### src/hdl/ccfr_pkg.sv
package ccfr_pkg;

    localparam int MAX_PAYLOAD = 64;
    localparam int CNT_W       = $clog2(MAX_PAYLOAD + 3);
    localparam int HEAD_N      = 5;
    localparam int QUEUE_DEPTH = 2;
    localparam int QPTR_W      = $clog2(QUEUE_DEPTH);

    localparam logic [7:0] START_BYTE = 8'h3A;
    localparam logic [7:0] CR_BYTE    = 8'h0D;
    localparam logic [7:0] LF_BYTE    = 8'h0A;

    typedef enum logic [1:0] {
        ST_OK      = 2'd0,
        ST_BAD_SUM = 2'd1,
        ST_SHORT   = 2'd2,
        ST_LONG    = 2'd3
    } t_status;

    typedef struct packed {
        logic [7:0] rx_byte;
        logic       block_end;
    } t_in_item;

    typedef struct packed {
        logic [1:0]  frame_status;
        logic [7:0]  dest_address;
        logic [7:0]  frame_kind;
        logic [7:0]  third_byte;
        logic [7:0]  fourth_byte;
        logic [7:0]  fifth_byte;
        logic [6:0]  payload_length;
        logic [15:0] received_sum;
    } t_out_item;

    typedef struct packed {
        logic [CNT_W-1:0]           len;
        logic [HEAD_N-1:0][7:0]     head;
        logic [15:0]                recv;
        logic [15:0]                sum;
    } t_frame_rec;

endpackage

### src/hdl/ccfr_front.sv
module ccfr_front (
    input  logic                i_clk,
    input  logic                i_rst_n,
    input  logic                i_valid,
    input  ccfr_pkg::t_in_item  i_data,
    output logic                o_stall,
    input  logic                i_full,
    output logic                o_push,
    output ccfr_pkg::t_frame_rec o_rec
);
    import ccfr_pkg::*;

    logic                   r_in_frame, n_in_frame;
    logic                   r_last_cr, n_last_cr;
    logic [CNT_W-1:0]       r_cnt, n_cnt;
    logic [15:0]            r_old_sum, n_old_sum;
    logic [2:0][7:0]        r_recent, n_recent;
    logic [HEAD_N-1:0][7:0] r_head, n_head;
    logic                   accept;

    assign o_stall = i_full;
    assign accept  = i_valid && !i_full;

    always_comb begin
        n_in_frame = r_in_frame;
        n_last_cr  = r_last_cr;
        n_cnt      = r_cnt;
        n_old_sum  = r_old_sum;
        n_recent   = r_recent;
        n_head     = r_head;
        o_push     = 1'b0;
        o_rec.len  = r_cnt - CNT_W'(1);
        o_rec.head = r_head;
        o_rec.recv = {r_recent[1], r_recent[2]};
        o_rec.sum  = r_old_sum;
        if (accept) begin
            if (i_data.rx_byte == START_BYTE) begin
                n_in_frame = 1'b1;
                n_last_cr  = 1'b0;
                n_cnt      = '0;
                n_old_sum  = '0;
                n_recent   = '0;
                n_head     = '0;
            end else if (r_in_frame) begin
                if (i_data.rx_byte == LF_BYTE && r_last_cr) begin
                    o_push     = 1'b1;
                    n_in_frame = 1'b0;
                    n_last_cr  = 1'b0;
                    n_cnt      = '0;
                    n_old_sum  = '0;
                    n_recent   = '0;
                    n_head     = '0;
                end else begin
                    if (r_cnt < CNT_W'(HEAD_N)) begin
                        n_head[r_cnt[2:0]] = i_data.rx_byte;
                    end
                    if (r_cnt < CNT_W'(MAX_PAYLOAD + 2)) begin
                        n_cnt = r_cnt + CNT_W'(1);
                    end
                    n_old_sum   = r_old_sum + {8'h00, r_recent[2]};
                    n_recent[2] = r_recent[1];
                    n_recent[1] = r_recent[0];
                    n_recent[0] = i_data.rx_byte;
                    n_last_cr   = (i_data.rx_byte == CR_BYTE);
                end
            end
            if (i_data.block_end) begin
                n_in_frame = 1'b0;
                n_last_cr  = 1'b0;
                n_cnt      = '0;
                n_old_sum  = '0;
                n_recent   = '0;
                n_head     = '0;
            end
        end
    end

    always_ff @(posedge i_clk) begin
        if (!i_rst_n) begin
            r_in_frame <= 1'b0;
            r_last_cr  <= 1'b0;
            r_cnt      <= '0;
            r_old_sum  <= '0;
            r_recent   <= '0;
            r_head     <= '0;
        end else begin
            r_in_frame <= n_in_frame;
            r_last_cr  <= n_last_cr;
            r_cnt      <= n_cnt;
            r_old_sum  <= n_old_sum;
            r_recent   <= n_recent;
            r_head     <= n_head;
        end
    end

    a_push_in_frame: assert property (@(posedge i_clk) disable iff (!i_rst_n)
        o_push |-> (r_in_frame && r_last_cr && r_cnt != '0))
        else $error("Frame pushed without an open frame ending in CR.");

    a_block_end_clears: assert property (@(posedge i_clk) disable iff (!i_rst_n)
        (accept && i_data.block_end) |=> (!r_in_frame && r_cnt == '0))
        else $error("Frame state survived the end of a block.");

endmodule

### src/hdl/ccfr_queue.sv
module ccfr_queue (
    input  logic                 i_clk,
    input  logic                 i_rst_n,
    input  logic                 i_push,
    input  ccfr_pkg::t_frame_rec i_rec,
    output logic                 o_full,
    output logic                 o_avail,
    input  logic                 i_pop,
    output ccfr_pkg::t_frame_rec o_rec
);
    import ccfr_pkg::*;

    t_frame_rec          r_mem [QUEUE_DEPTH];
    logic [QPTR_W-1:0]   r_wr, r_rd;
    logic [QPTR_W:0]     r_count;

    assign o_full  = (r_count == (QPTR_W + 1)'(QUEUE_DEPTH));
    assign o_avail = (r_count != '0);
    assign o_rec   = r_mem[r_rd];

    always_ff @(posedge i_clk) begin
        if (i_push) begin
            r_mem[r_wr] <= i_rec;
        end
    end

    always_ff @(posedge i_clk) begin
        if (!i_rst_n) begin
            r_wr    <= '0;
            r_rd    <= '0;
            r_count <= '0;
        end else begin
            if (i_push) begin
                r_wr <= (r_wr == QPTR_W'(QUEUE_DEPTH - 1)) ? '0 : r_wr + QPTR_W'(1);
            end
            if (i_pop) begin
                r_rd <= (r_rd == QPTR_W'(QUEUE_DEPTH - 1)) ? '0 : r_rd + QPTR_W'(1);
            end
            r_count <= r_count + (QPTR_W + 1)'(i_push) - (QPTR_W + 1)'(i_pop);
        end
    end

    a_no_overflow: assert property (@(posedge i_clk) disable iff (!i_rst_n)
        !(i_push && o_full) && !(i_pop && !o_avail))
        else $error("Frame queue overflow or underflow.");

endmodule

### src/hdl/ccfr_back.sv
module ccfr_back (
    input  logic                 i_clk,
    input  logic                 i_rst_n,
    input  logic                 i_avail,
    input  ccfr_pkg::t_frame_rec i_rec,
    output logic                 o_pop,
    output logic                 o_valid,
    output ccfr_pkg::t_out_item  o_data,
    input  logic                 i_stall
);
    import ccfr_pkg::*;

    logic      r_valid;
    t_out_item r_out, n_out;
    t_status   status;

    assign o_pop   = i_avail && (!r_valid || !i_stall);
    assign o_valid = r_valid;
    assign o_data  = r_out;

    always_comb begin
        if (i_rec.len > CNT_W'(MAX_PAYLOAD)) begin
            status = ST_LONG;
        end else if (i_rec.len < CNT_W'(3)) begin
            status = ST_SHORT;
        end else if (i_rec.sum != i_rec.recv) begin
            status = ST_BAD_SUM;
        end else begin
            status = ST_OK;
        end
    end

    always_comb begin
        logic [HEAD_N-1:0][7:0] head;
        for (int i = 0; i < HEAD_N; i++) begin
            head[i] = (CNT_W'(i) < i_rec.len) ? i_rec.head[i] : 8'h00;
        end
        n_out.frame_status   = status;
        n_out.dest_address   = head[0];
        n_out.frame_kind     = head[1];
        n_out.third_byte     = head[2];
        n_out.fourth_byte    = head[3];
        n_out.fifth_byte     = head[4];
        n_out.payload_length = 7'(i_rec.len);
        n_out.received_sum   = i_rec.recv;
    end

    always_ff @(posedge i_clk) begin
        if (o_pop) begin
            r_out <= n_out;
        end
    end

    always_ff @(posedge i_clk) begin
        if (!i_rst_n) begin
            r_valid <= 1'b0;
        end else if (o_pop) begin
            r_valid <= 1'b1;
        end else if (!i_stall) begin
            r_valid <= 1'b0;
        end
    end

    a_ok_has_length: assert property (@(posedge i_clk) disable iff (!i_rst_n)
        (r_valid && r_out.frame_status == ST_OK) |-> (r_out.payload_length >= 7'd3))
        else $error("Frame marked good with a payload shorter than three bytes.");

endmodule

### src/hdl/colon_crlf_frame_receiver.sv
// With the queue empty and the output free, the record of a frame is written into the queue at the
// edge that accepts the closing LF, and the result item is then presented from the output register.
// Throughput: one input item per cycle while the two-entry frame queue has room.
// The queue sits before the output register; every input byte stalls while it holds two
// frames, which happens only after the output side has been stalled, and still holds during
// the cycle in which the output side resumes.
// Reset is synchronous and active low; it clears all frame state, the queue and output valid.
module colon_crlf_frame_receiver (
    input  logic                i_clk,
    input  logic                i_rst_n,
    input  logic                i_valid,
    input  ccfr_pkg::t_in_item  i_data,
    output logic                o_stall,
    output logic                o_valid,
    output ccfr_pkg::t_out_item o_data,
    input  logic                i_stall
);
    import ccfr_pkg::*;

    logic       push, full, avail, pop;
    t_frame_rec push_rec, pop_rec;

    ccfr_front u_front (
        .i_clk   (i_clk),
        .i_rst_n (i_rst_n),
        .i_valid (i_valid),
        .i_data  (i_data),
        .o_stall (o_stall),
        .i_full  (full),
        .o_push  (push),
        .o_rec   (push_rec)
    );

    ccfr_queue u_queue (
        .i_clk   (i_clk),
        .i_rst_n (i_rst_n),
        .i_push  (push),
        .i_rec   (push_rec),
        .o_full  (full),
        .o_avail (avail),
        .i_pop   (pop),
        .o_rec   (pop_rec)
    );

    ccfr_back u_back (
        .i_clk   (i_clk),
        .i_rst_n (i_rst_n),
        .i_avail (avail),
        .i_rec   (pop_rec),
        .o_pop   (pop),
        .o_valid (o_valid),
        .o_data  (o_data),
        .i_stall (i_stall)
    );

endmodule
### config.mk
export PLATFORM = sky130hd
export DESIGN_NAME = colon_crlf_frame_receiver
export DESIGN_NICKNAME = d
export VERILOG_FILES = /design/src/hdl/ccfr_pkg.sv /design/src/hdl/ccfr_front.sv /design/src/hdl/ccfr_queue.sv /design/src/hdl/ccfr_back.sv /design/src/hdl/colon_crlf_frame_receiver.sv
export SDC_FILE = /design/constraint.sdc
export NUM_CORES = 1
export LEC_CHECK = 0
export BUFFER_PORTS_ARGS = -buffer_cell sky130_fd_sc_hd__buf_2
export CAP_MARGIN = 30
export CORE_UTILIZATION = 36
export CTS_BUF_LIST = sky130_fd_sc_hd__clkbuf_16
export CTS_CLUSTER_SIZE = 16
export DETAILED_ROUTE_END_ITERATION = 16
export PLACE_DENSITY = 0.51
export SYNTH_ARGS = -nofsm -noshare
export SYNTH_HDL_FRONTEND = slang
export SYNTH_SLANG_ARGS = --single-unit
### constraint.sdc
create_clock -name i_clk -period 8.3 [get_ports i_clk]
set_clock_uncertainty 0.15 [all_clocks]
set_input_delay 1.245 -clock i_clk [delete_from_list [all_inputs] [get_ports i_clk]]
set_output_delay 1.245 -clock i_clk [all_outputs]
set_load 0.02 [all_outputs]
* Word-level counts from Yosys, hierarchy flattened
Memory sizes are Yosys's and may differ from the RTL's. A register that Yosys moved wholly into a read port is not among the register bits. Index checks and enable logic that the tools add are counted.
Word-level totals: input bits 13, memories kept 1, bits in writable memories 158, flip-flop bits (word level) 159
Operators by class: multiplexer cells 43, equality and inequality tests 6, $lt $le $gt $ge 11, reduce and logical (&&, ||, !) cells 16, add/sub/neg operators 7
Memories:
- u_queue.r_mem | words 2, bits a word 79, rd ports 1, clocked after Yosys merged registers in 1, wr ports 1, RTL line ccfr_queue.sv:13 | t_frame_rec r_mem [QUEUE_DEPTH];
Operators with widths (number):
- $mux 40 | 5
- $mux 24 | 4
- $mux 16 | 4
- $bwmux 40 | 1
- $mux 7 | 5
- $demux 8 s3 | 1
- $mux 1 | 22
- $add 16x8->16 | 1
- $eq 8x4->1 const B | 2
- $ne 16x16->1 | 1
- $lt 1x7->1 const A | 2
- $lt 2x7->1 const A | 2
- $eq 8x6->1 const B | 1
- $mux 8 | 1
- $reduce_bool 4->1 | 2
- $add 7x1->7 const B | 1
- $gt 7x7->1 const B | 1
- $lt 3x7->1 const A | 1
- $lt 7x2->1 const B | 1
- $lt 7x3->1 const B | 1
- $lt 7x7->1 const B | 1
- $sub 7x1->7 const B | 1
- $reduce_and 3->1 | 2
- $logic_and 1x1->1 | 4
- 13 further kinds | 16

* Longest topological paths before layout
Gate-level depths: netlist of the first run.
depth after elaboration 10, mapped depth 9

* Cells and area by module
From an unflattened synthesis of the first run, not the netlist that was laid out.
Unflattened totals: cell total of the unflattened synthesis 948, area, all modules 13045.0 um^2
Modules (own cells, without submodules):
- ccfr_queue | instances 1, sequential area each 4844.6 um^2, cells each 267, area an instance 5963.2 um^2
- ccfr_front | instances 1, sequential area each 1781.7 um^2, cells each 539, area an instance 4586.9 um^2
- ccfr_back | instances 1, sequential area each 1971.9 um^2, cells each 142, area an instance 2494.9 um^2

* Worst setup path before layout of the first run
OpenSTA, ideal clock, no wires.
kind input port to flip-flop, from in i_data[5] (netlist name), to mem u_queue.r_mem[0][0] (netlist name) (enable), arrival 5.491 ns, stages 4, library setup time 0.526 ns, slack 2.133 ns, path through nor4_1 and2_1 and3_1 nor2b_1
Between the ends: word-level cells in the longest chain between the ends 8
RTL lines:
- from (decl) | RTL line colon_crlf_frame_receiver.sv:12 | input ccfr_pkg::t_in_item i_data,
- $eq 8x4->1 | RTL line ccfr_front.sv:45 | if (i_data.rx_byte == LF_BYTE && r_last_cr) begin
- $logic_and 1x1->1 | RTL line ccfr_front.sv:45
- $mux 1 | RTL line ccfr_front.sv:45
- $mux 1 | RTL line ccfr_front.sv:44 | end else if (r_in_frame) begin
- $mux 1 (*) | RTL line ccfr_front.sv:37 | if (i_data.rx_byte == START_BYTE) begin
- $mux 1 (*) | RTL line ccfr_front.sv:36 | if (accept) begin
- via push | RTL line colon_crlf_frame_receiver.sv:20 | logic push, full, avail, pop;
- $mux 1 (*) | RTL line ccfr_queue.sv:22 | if (i_push) begin
- $mux 1 (not written as such) (*) | RTL line ccfr_queue.sv:23 | r_mem[r_wr] <= i_rec;
- to (decl) | RTL line ccfr_queue.sv:13
The timed path passes the listed nets; every way through them passes the cells marked *.

* Worst setup path in the final report of the first run
from in i_data[5] (netlist name), to mem u_queue.r_mem[0][32] (netlist name) (enable)
Same word-level chain as after synthesis.

==> impl_metrics.env, run 1 <==
export IMPL_async_flop_share_pct=0
export IMPL_setup_viol=0
export IMPL_num_io_pins=80
export IMPL_cts_tree="done"
export IMPL_place_area_mm2=0.0132
export IMPL_postRouteAntennaNets=0
export IMPL_endpoint_kind="flip-flop"
export IMPL_r2r_setup_slack_ps=5050
export IMPL_min_period_ps=3880
export IMPL_htree_num_levels=2
export IMPL_totalWireLength_um=25400
export IMPL_timing_fmax_mhz=258
export IMPL_cp_start_kind="input port"
export IMPL_syn_nets=949
export IMPL_hp_class="reg -> reg"
export IMPL_finalHoldViolCount=0
export IMPL_hold_ws_ps=295
export IMPL_insertion_delay_ps=510
export IMPL_grt_usage_pct=14.6
export IMPL_post_cts_buffers=0
export IMPL_final_cell_mix="edfxtp_1, dfxtp_1, nor2_1, buf_2, nand2_1"
export IMPL_status="completed"
export IMPL_worstSetupPathType="in -> reg"
export IMPL_syn_avg_cell_area_um2=13.3
export IMPL_p_leak_nw=4.85
export IMPL_drt_iter0_drc=434
export IMPL_wl_met2_um=11300
export IMPL_ir_drop_mv=0.167
export IMPL_ctsHoldBuffers=0
export IMPL_cts_buffer_depth=3
export IMPL_via_count=7124
export IMPL_reg2regPathDepth=4
export IMPL_synth_area_mm2=0.0123
export IMPL_fin_crit_sh_pct=46.8
export IMPL_wl_per_cell_um=17.2
export IMPL_die_h_um=187
export IMPL_grt_overflow_total=0
export IMPL_core_area_mm2=0.0335
export IMPL_cp_data_required_time_ps=8280
export IMPL_cap_violations=0
export IMPL_grt_pass1_vias=6822
export IMPL_yosysWarnings=0
export IMPL_arrival_ps=3860
export IMPL_rows=67
export IMPL_utilization_pct=42.3
export IMPL_grt_max_degree=63
export IMPL_synth_seq_cells=318
export IMPL_cts_sinks=318
export IMPL_top_layer="met4"
export IMPL_drive_gt1_share_pct=16.6
export IMPL_wl_met3_um=1020
export IMPL_worstSetupEndpoint="u_queue.r_mem[0][32]"
export IMPL_tightest_slew_ps=975
export IMPL_die_x_um=187
export IMPL_drc=0
export IMPL_slew_violations=0
export IMPL_tns_ps=0
export IMPL_fin_nets=1032
export IMPL_portBuffers=79
export IMPL_antenna_found_initial=0
export IMPL_cts_resized=0
export IMPL_synth_edff_count=223
export IMPL_final_common_cell="edfxtp_1"
export IMPL_min_delay_start="u_front.o_rec[32]"
export IMPL_rr_endpoint="u_back.o_data[46]"
export IMPL_cts_buffers=34
export IMPL_crit_fanout=51
export IMPL_netlist_instances=923
export IMPL_slew_headroom_pct=34.4
export IMPL_synth_distinct_cells=55
export IMPL_synthFlopType="edfxtp_1"
export IMPL_startpoint="i_data[5]"
export IMPL_dr_pass1_iters=4
export IMPL_cts_root_buffer_cell="clkbuf_16"
export IMPL_p_per_area_mw_per_mm2=281
export IMPL_fp_dieArea_mm2=0.0349
export IMPL_areaGrowthSynthToFinish_pct=15.5
export IMPL_clk_pin_slew_ps=60
export IMPL_dp_hpwl_um=16200
export IMPL_rsz0062_at_grt="no"
export IMPL_start_util_pct=36.6
export IMPL_routabilityCongestion=0.751
export IMPL_drt_met1_wl_um=12600
export IMPL_fin_area_mm2=0.0142
export IMPL_num_antenna_cells=0
export IMPL_grt_pass1_wl_um=39700
export IMPL_viasPerCell=4.81
export IMPL_synth_seq_area_share_pct=70.0
-- flip-flops by register name, indices dropped and copies added (netlist names), named ones only --
name / cells
u_front.r_cnt: 7
u_queue.r_count: 2
u_queue.r_mem: 158
u_queue.r_wr: 1
u_back.o_valid: 1
u_front.r_recent: 8
u_front.r_in_frame: 1
u_queue.r_rd: 1
u_front.r_last_cr: 1
u_back.o_data: 65
u_front.o_rec: 56
u_front.r_old_sum: 16
-- stage by stage --
| stage | cells | power [mW] | worst slack, ps |
|---|---|---|---|
| 2_1_floorplan | 923 | 2.46 | 2130 |
| 3_3_place_gp | 1417 | 2.65 | 3840 |
| 3_5_place_dp | 1418 | 2.66 | 3830 |
| 4_1_cts | 1480 | 4.05 | 4320 |
| 5_1_grt | 1480 | 4.15 | 4200 |
| 6_report | 1480 | 3.98 | 4420 |
-- cell usage after synthesis, types with 2 or more instances --
cell type	instances	area share [%]
nand2_1	74	2.3
o211ai_1	2	0.12
ha_1	12	1.2
nor4_1	11	0.56
inv_1	16	0.49
and2_1	6	0.31
a21oi_2	3	0.21
a21boi_0	3	0.18
o21ai_1	3	0.12
o22ai_1	2	0.10
nand4_1	4	0.20
nand2b_1	4	0.20
nand3_1	49	2.0
edfxtp_1	223	55
a21o_1	5	0.31
buf_6	2	0.18
nand3b_1	2	0.12
buf_2	7	0.29
dfxtp_1	95	15
a21oi_1	27	1.1
xnor2_1	25	1.8
a32oi_1	2	0.14
a211oi_1	4	0.24
and2_0	6	0.31
nor3_1	8	0.33
o21a_1	2	0.12
a31oi_1	3	0.15
and3_1	3	0.15
mux2i_1	40	3.3
nor2b_1	11	0.56
or2_2	4	0.20
clkbuf_1	33	1.0
buf_1	2	0.061
and4bb_2	2	0.20
xor2_1	24	1.7
o31ai_1	4	0.24
nor3b_1	2	0.12
a22oi_1	20	1.2
o21ai_0	51	2.1
nor2_1	85	2.6
mux2_2	23	2.1
or3_1	6	0.31
-- how the worst min path moves through the flow --
stage,to,slack [ps],depth (start not counted)
after floorplan,u_queue.r_mem[0][64],280,0
after global placement,u_queue.r_mem[1][71],280,0
after detailed placement,u_queue.r_mem[0][69],290,0
after CTS,u_queue.r_mem[1][32],300,0
after global routing,u_queue.r_mem[1][32],310,0
final,u_queue.r_mem[1][32],300,0
-- kinds of logic after synthesis --
logic type,Yosys count,synth area share (%)
DFF,318,70.0
AOI/OAI and AO/OA,136,6.77
adders and majority gates,13,1.39
xor gates and xnor gates,49,3.49
muxes,63,5.37
buffers and inverters,61,2.06
and+or+nand+nor,283,10.9
-- where the power goes --
group	switching (mW)	internal [mW]	total [mW]
Sequential	0.0693	1.89	1.96
Clock	0.580	0.796	1.38
Combinational	0.444	0.202	0.646
-- critical path, cell delays in order --
cell	delay, ps
buf_2	110
nor4_1	440
and2_1	210
and3_1	270
nor2b_4	790
buf_4	760
-- cell type report --
type | count | area (um^2)
sequential | 318 | 8600
clock inverter | 25 | 98.8
fill | 3145 | 19300
tap | 448 | 561
inverter | 17 | 63.8
timing repair buffer | 91 | 483
multi-input combinational | 544 | 3460
clock buffer | 37 | 926
-- routing by layer --
metal | up-vias | global-route usage (%)
met2 | 151 | 22.5
met5 | - | 0
met4 | 0 | 4.29
met3 | 44 | 2.14
met1 | 3400 | 21.4
li1 | 3529 | -
Note: power is estimated with default switching activity, not from simulation.
==> run 2, diff against run 1 <==
--- a/config.mk
+++ b/config.mk
@@ -11,7 +11,7 @@
 export CTS_BUF_LIST = sky130_fd_sc_hd__clkbuf_16
 export CTS_CLUSTER_SIZE = 16
 export DETAILED_ROUTE_END_ITERATION = 16
-export PLACE_DENSITY = 0.51
+export PLACE_DENSITY = 0.53
 export SYNTH_ARGS = -nofsm -noshare
 export SYNTH_HDL_FRONTEND = slang
 export SYNTH_SLANG_ARGS = --single-unit
==> constraint.sdc (replaced) <==
create_clock -name i_clk -period 3.11 [get_ports i_clk]
set_clock_uncertainty 0.15 [all_clocks]
set_input_delay 0.4665 -clock i_clk [delete_from_list [all_inputs] [get_ports i_clk]]
set_output_delay 0.4665 -clock i_clk [all_outputs]
set_load 0.02 [all_outputs]
==> run 2 against run 1 <==
  * Flip-flop and latch count unchanged
  * Clock-buffer cell count down 2
  * Hold slack got worse by 190 ps
  * Sequential power grew to 2.6 times the previous value
  * Power grew to 2.7 times the previous value
  * First-iteration DRC count fell by 4.8%
  * Non-clock buffer count up 23
  * Register-to-register slack lost 4400 ps
  * Sequential share of layout area decreased by 1.4 points
  * Largest power group unchanged
  * Highest routed layer unchanged
==> impl_metrics.env, run 2 (same netlist as run 1, synthesis figures left out) <==
export IMPL_setup_viol=0
export IMPL_arrival_ps=2780
export IMPL_reg2regPathDepth=6
export IMPL_routabilityCongestion=0.781
export IMPL_start_util_pct=36.6
export IMPL_rsz0062_at_grt="no"
export IMPL_grt_pass1_wl_um=40600
export IMPL_slew_headroom_pct=38.2
export IMPL_cts_buffers=35
export IMPL_drive_gt1_share_pct=19.3
export IMPL_timing_fmax_mhz=400
export IMPL_cts_buffer_depth=3
export IMPL_antenna_found_initial=0
export IMPL_fin_crit_sh_pct=80.4
export IMPL_endpoint_kind="flip-flop"
export IMPL_crit_fanout=16
export IMPL_holdPathEnd="u_back.o_valid"
export IMPL_slew_violations=0
export IMPL_cts_root_buffer_cell="clkbuf_16"
export IMPL_cp_start_kind="flip-flop"
export IMPL_worstSetupPathType="reg -> reg"
export IMPL_p_per_area_mw_per_mm2=750
export IMPL_cts_sinks=318
export IMPL_grt_usage_pct=14.9
export IMPL_cts_resized=0
export IMPL_die_x_um=187
export IMPL_min_period_ps=2500
export IMPL_grt_pass1_vias=7066
export IMPL_largest_register_ffs=158
export IMPL_fp_dieArea_mm2=0.0349
export IMPL_ir_drop_mv=0.573
export IMPL_status="completed"
export IMPL_drc=0
export IMPL_dr_pass1_iters=5
export IMPL_final_cells=1505
export IMPL_rr_endpoint="u_front.o_rec[34]"
export IMPL_final_cell_mix="edfxtp_1, dfxtp_1, nor2_1, buf_2, nand2_1"
export IMPL_largest_register="u_queue.r_mem"
export IMPL_tns_ps=0
export IMPL_wl_per_cell_um=17.1
export IMPL_grt_max_degree=67
export IMPL_portBuffers=79
export IMPL_dp_cells=1441
export IMPL_final_common_cell="edfxtp_1"
export IMPL_tightest_slew_ps=921
export IMPL_cp_data_required_time_ps=3390
export IMPL_ctsHoldBuffers=0
export IMPL_core_area_mm2=0.0335
export IMPL_r2r_setup_slack_ps=610
export IMPL_die_h_um=187
export IMPL_hp_class="in -> reg"
export IMPL_fillers=3124
export IMPL_r2r_start="u_front.r_cnt[3]"
export IMPL_cap_violations=0
export IMPL_insertion_delay_ps=510
export IMPL_finalHoldViolCount=0
export IMPL_rows=67
export IMPL_fin_nets=1056
export IMPL_postRouteAntennaNets=0
export IMPL_dp_hpwl_um=17000
export IMPL_via_count=7229
export IMPL_num_io_pins=80
export IMPL_drt_iter0_drc=413
export IMPL_viasPerCell=4.80
export IMPL_htree_num_levels=2
export IMPL_min_delay_start="i_stall"
export IMPL_areaGrowthSynthToFinish_pct=18.1
export IMPL_grt_overflow_total=0
export IMPL_p_leak_nw=4.98
export IMPL_totalWireLength_um=25700
export IMPL_post_cts_buffers=0
export IMPL_hold_path_depth=3
export IMPL_clk_pin_slew_ps=60
export IMPL_cts_tree="done"
run 2: changes by cell type in the layout (fill, tap and decap cells not counted), moves of 2 or more:
cell | before | now
buf_12 | 0 | 8
buf_4 | 11 | 27
bufinv_16 | 0 | 2
clkbuf_16 | 37 | 35
inv_1 | 35 | 25
inv_2 | 0 | 3
inv_6 | 0 | 3
run 2: area by class of cell:
class | count | area [um^2] | share of cell area, %
Timing Repair Buffer | 114 | 758 | 5.22
Clock buffer | 35 | 876 | 6.03
Inverter | 17 | 63.8 | 0.440
Antenna cell | 1 | 2.50 | 0.0172
Clock inverter | 28 | 195 | 1.34
Sequential cell | 318 | 8600 | 59.3
Multi-Input combinational cell | 544 | 3460 | 23.8
Tap cell | 448 | 561 | 3.86
run 2: worst max-delay path by stage:
stage	start	end	cells after the start	slack, ps
2_1_floorplan	i_data[5]	u_queue.r_mem[0][0]	4	90
3_5_place_dp	i_data[8]	u_front.r_old_sum[9]	8	320
6_report	u_front.r_cnt[3]	u_front.o_rec[34]	6	610
5_1_grt	u_front.o_rec[16]	u_front.r_old_sum[6]	9	380
4_1_cts	u_front.r_cnt[3]	u_front.o_rec[34]	6	610
3_3_place_gp	i_data[8]	u_front.r_old_sum[9]	8	290
run 2: where the power goes:
group          internal (mW)  switching [mW]
registers               5.04           0.125
logic                  0.592            1.27
clock network           2.23            1.63
run 2: worst max-delay path: stages (launching register included):
cell	delay, ps
dfxtp_1	380
or3_4	420
or3b_4	410
or4_4	440
a21oi_4	370
nand3_1	120
o21ai_0	110
run 2: metrics by stage:
step                      cell area [um^2]  power [mW]  hold WS [ps]  utilization (%)  worst slack [ps]
after CTS                            14500        11.0          81.7             43.3               615
after global placement               13400        7.15           283             40.1               286
after floorplan                      12300        6.51           275                -              94.7
after global routing                 14500        11.3           118             43.3               382
after detailed placement             13400        7.16           294             40.1               323
final                                14500        10.9           105             43.3               611
run 2: metal layers:
metal	share of wire, %	vias up	global-route usage (%)	routed length, um
met1	49	3464	21.6	12700
li1	-	3582	-	-
met4	1.9	0	4.16	482
met2	44	146	23.0	11400
met3	4.4	37	2.69	1130
met5	0	-	0	0
==> run 3, diff against run 2 <==
--- a/config.mk
+++ b/config.mk
@@ -11,7 +11,7 @@
 export CTS_BUF_LIST = sky130_fd_sc_hd__clkbuf_16
 export CTS_CLUSTER_SIZE = 16
 export DETAILED_ROUTE_END_ITERATION = 16
-export PLACE_DENSITY = 0.53
+export PLACE_DENSITY = 0.51
 export SYNTH_ARGS = -nofsm -noshare
 export SYNTH_HDL_FRONTEND = slang
 export SYNTH_SLANG_ARGS = --single-unit
==> constraint.sdc (replaced) <==
create_clock -name i_clk -period 2.47 [get_ports i_clk]
set_clock_uncertainty 0.15 [all_clocks]
set_input_delay 0.3705 -clock i_clk [delete_from_list [all_inputs] [get_ports i_clk]]
set_output_delay 0.3705 -clock i_clk [all_outputs]
set_load 0.02 [all_outputs]
==> run 3 against run 2 <==
  * Largest power group unchanged
  * Register-to-register slack worse by 470 ps
  * Wire length is 1.6% lower
  * Largest cell class unchanged
  * First-iteration DRC count is 2.7% lower
==> impl_metrics.env, run 3 (same netlist as run 1, synthesis figures left out) <==
export IMPL_rr_endpoint="u_back.o_data[29]"
export IMPL_cp_slowest_cell="dfxtp_4"
export IMPL_utilization_pct=43.7
export IMPL_die_x_um=187
export IMPL_power_frac_seq_pct=46.4
export IMPL_tightest_slew_ps=773
export IMPL_worstSetupEndpoint="u_back.o_data[29]"
export IMPL_final_common_cell="edfxtp_1"
export IMPL_portBuffers=79
export IMPL_die_h_um=187
export IMPL_fillers=3099
export IMPL_p_switching_mw=3.74
export IMPL_critPathMaxStageDelay_ps=440
export IMPL_p_int_mw=10.3
export IMPL_num_io_pins=80
export IMPL_cts_buffer_depth=3
export IMPL_grt_usage_pct=14.7
export IMPL_reg2regPathDepth=5
export IMPL_antenna_found_initial=0
export IMPL_r2r_setup_slack_ps=140
export IMPL_largest_register="u_queue.r_mem"
export IMPL_rsz0062_at_grt="no"
export IMPL_drive_gt1_share_pct=20.4
export IMPL_p_leak_nw=5.03
export IMPL_cts_buffers=35
export IMPL_clk_pin_slew_ps=60
export IMPL_power_share_switching_pct=26.7
export IMPL_slew_violations=0
export IMPL_fin_nets=1062
export IMPL_cp_start_kind="flip-flop"
export IMPL_dp_hpwl_um=16500
export IMPL_ff_latch_area_mm2=0.00860
export IMPL_dp_cells=1445
export IMPL_htree_num_levels=2
export IMPL_postRouteAntennaNets=0
export IMPL_timing_fmax_mhz=430
export IMPL_dr_pass1_iters=7
export IMPL_drc=0
export IMPL_largest_register_ffs=158
export IMPL_setup_ws_ps=142
export IMPL_grt_pass1_wl_um=39900
export IMPL_insertion_delay_ps=510
export IMPL_grt_pass1_vias=6932
export IMPL_final_cells=1510
export IMPL_crit_fanout=10
export IMPL_tns_ps=0
export IMPL_finalHoldViolCount=0
export IMPL_via_count=7206
export IMPL_grt_max_degree=67
export IMPL_clkPwrFrac_pct=36.5
export IMPL_fin_crit_sh_pct=94.2
export IMPL_routabilityCongestion=0.763
export IMPL_multi_input_area_mm2=0.00347
export IMPL_crit_chain="mux2_2, or2_2, a211oi_1, buf_4, nor2_1"
export IMPL_status="completed"
export IMPL_wl_per_cell_um=16.7
export IMPL_rows=67
export IMPL_start_util_pct=36.6
export IMPL_viasPerCell=4.77
export IMPL_drt_iter0_drc=402
export IMPL_totalWireLength_um=25300
export IMPL_num_antenna_cells=0
export IMPL_grt_overflow_total=0
export IMPL_cp_data_required_time_ps=2570
export IMPL_cts_root_buffer_cell="clkbuf_16"
export IMPL_arrival_ps=2430
export IMPL_worstSetupPathType="reg -> reg"
export IMPL_endpoint_kind="flip-flop"
export IMPL_final_cell_mix="edfxtp_1, dfxtp_1, nor2_1, buf_2, nand2_1"
export IMPL_place_area_mm2=0.0135
export IMPL_place_ws_ps=-16.5
export IMPL_fp_dieArea_mm2=0.0349
export IMPL_cap_violations=0
export IMPL_cts_tree="done"
export IMPL_slew_headroom_pct=48.1
export IMPL_hp_class="in -> reg"
export IMPL_setup_viol=0
export IMPL_fin_area_mm2=0.0147
export IMPL_cts_sinks=318
export IMPL_ir_drop_mv=0.729
export IMPL_min_period_ps=2330
export IMPL_p_per_area_mw_per_mm2=954
export IMPL_core_area_mm2=0.0335
export IMPL_combPwrFrac_pct=17.0
export IMPL_areaGrowthSynthToFinish_pct=19.4
==> run 3: cell types whose count changed in the layout (fill, tap and decap cells not counted), moves of 3 or more <==
| cell | before | now |
|---|---|---|
| inv_2 | 3 | 0 |
| clkinv_1 | 6 | 9 |
| clkinv_2 | 2 | 8 |
| buf_4 | 27 | 31 |
| inv_1 | 25 | 20 |
==> run 3: worst min path at each step <==
stage | depth (start not counted) | to | startpoint
floorplan | 0 | u_queue.r_mem[0][64] | u_front.o_rec[64]
global placement | 0 | u_queue.r_mem[0][71] | u_front.o_rec[71]
detailed placement | 0 | u_queue.r_mem[0][69] | u_front.o_rec[69]
CTS | 4 | u_front.r_in_frame | i_data[0]
global route | 4 | u_front.r_in_frame | i_data[0]
finish | 4 | u_front.r_in_frame | i_data[0]
==> run 3: cell type report <==
| type | instances | area share, % |
|---|---|---|
| multi-input cells | 544 | 23.7 |
| well taps | 448 | 3.82 |
| inverters | 17 | 0.435 |
| clock buffers | 37 | 6.31 |
| clock inverters | 26 | 1.51 |
| flip-flops and latches | 318 | 58.7 |
| repair buffers | 120 | 5.58 |
==> run 3: repair_timing <==
item	4_1_cts	5_1_grt
endpoints found under the setup margin	0	9
setup buffers	0	1
hold buffers	1	0
endpoints found under the hold margin	1	0
resized for setup	0	1
==> run 3: critical path, delay by kind of cell (launching register included) <==
kind,cells,cell delay (ps)
simple gates,2,390
mux,1,400
buf+inv,1,260
compound gates,1,430
flops,1,440
==> run 3: power by group through the flow <==
stage / Clock [mW] / Sequential (mW) / Combinational [mW]
5_1_grt: 5.45 / 6.54 / 2.60
3_3_place_gp: 0 / 6.61 / 2.42
3_5_place_dp: 0 / 6.61 / 2.43
4_1_cts: 5.25 / 6.50 / 2.44
2_1_floorplan: 0 / 7.03 / 1.18
6_report: 5.11 / 6.49 / 2.38
==> run 3: metal layers <==
| metal | routed length [um] | up-vias | global-route usage [%] |
|---|---|---|---|
| li1 | - | 3584 | - |
| met1 | 13000 | 3453 | 21.9 |
| met2 | 10900 | 136 | 21.9 |
| met3 | 997 | 33 | 2.54 |
| met4 | 387 | 0 | 3.72 |
| met5 | 0 | - | 0 |
==> run 3: through the flow <==
| stage | power, mW | hold slack (ps) |
|---|---|---|
| after floorplan | 8.21 | 275 |
| final | 14.0 | 77.7 |
| after detailed placement | 9.05 | 289 |
| after global routing | 14.6 | 97.7 |
| after global placement | 9.03 | 281 |
| after CTS | 14.2 | 55.0 |
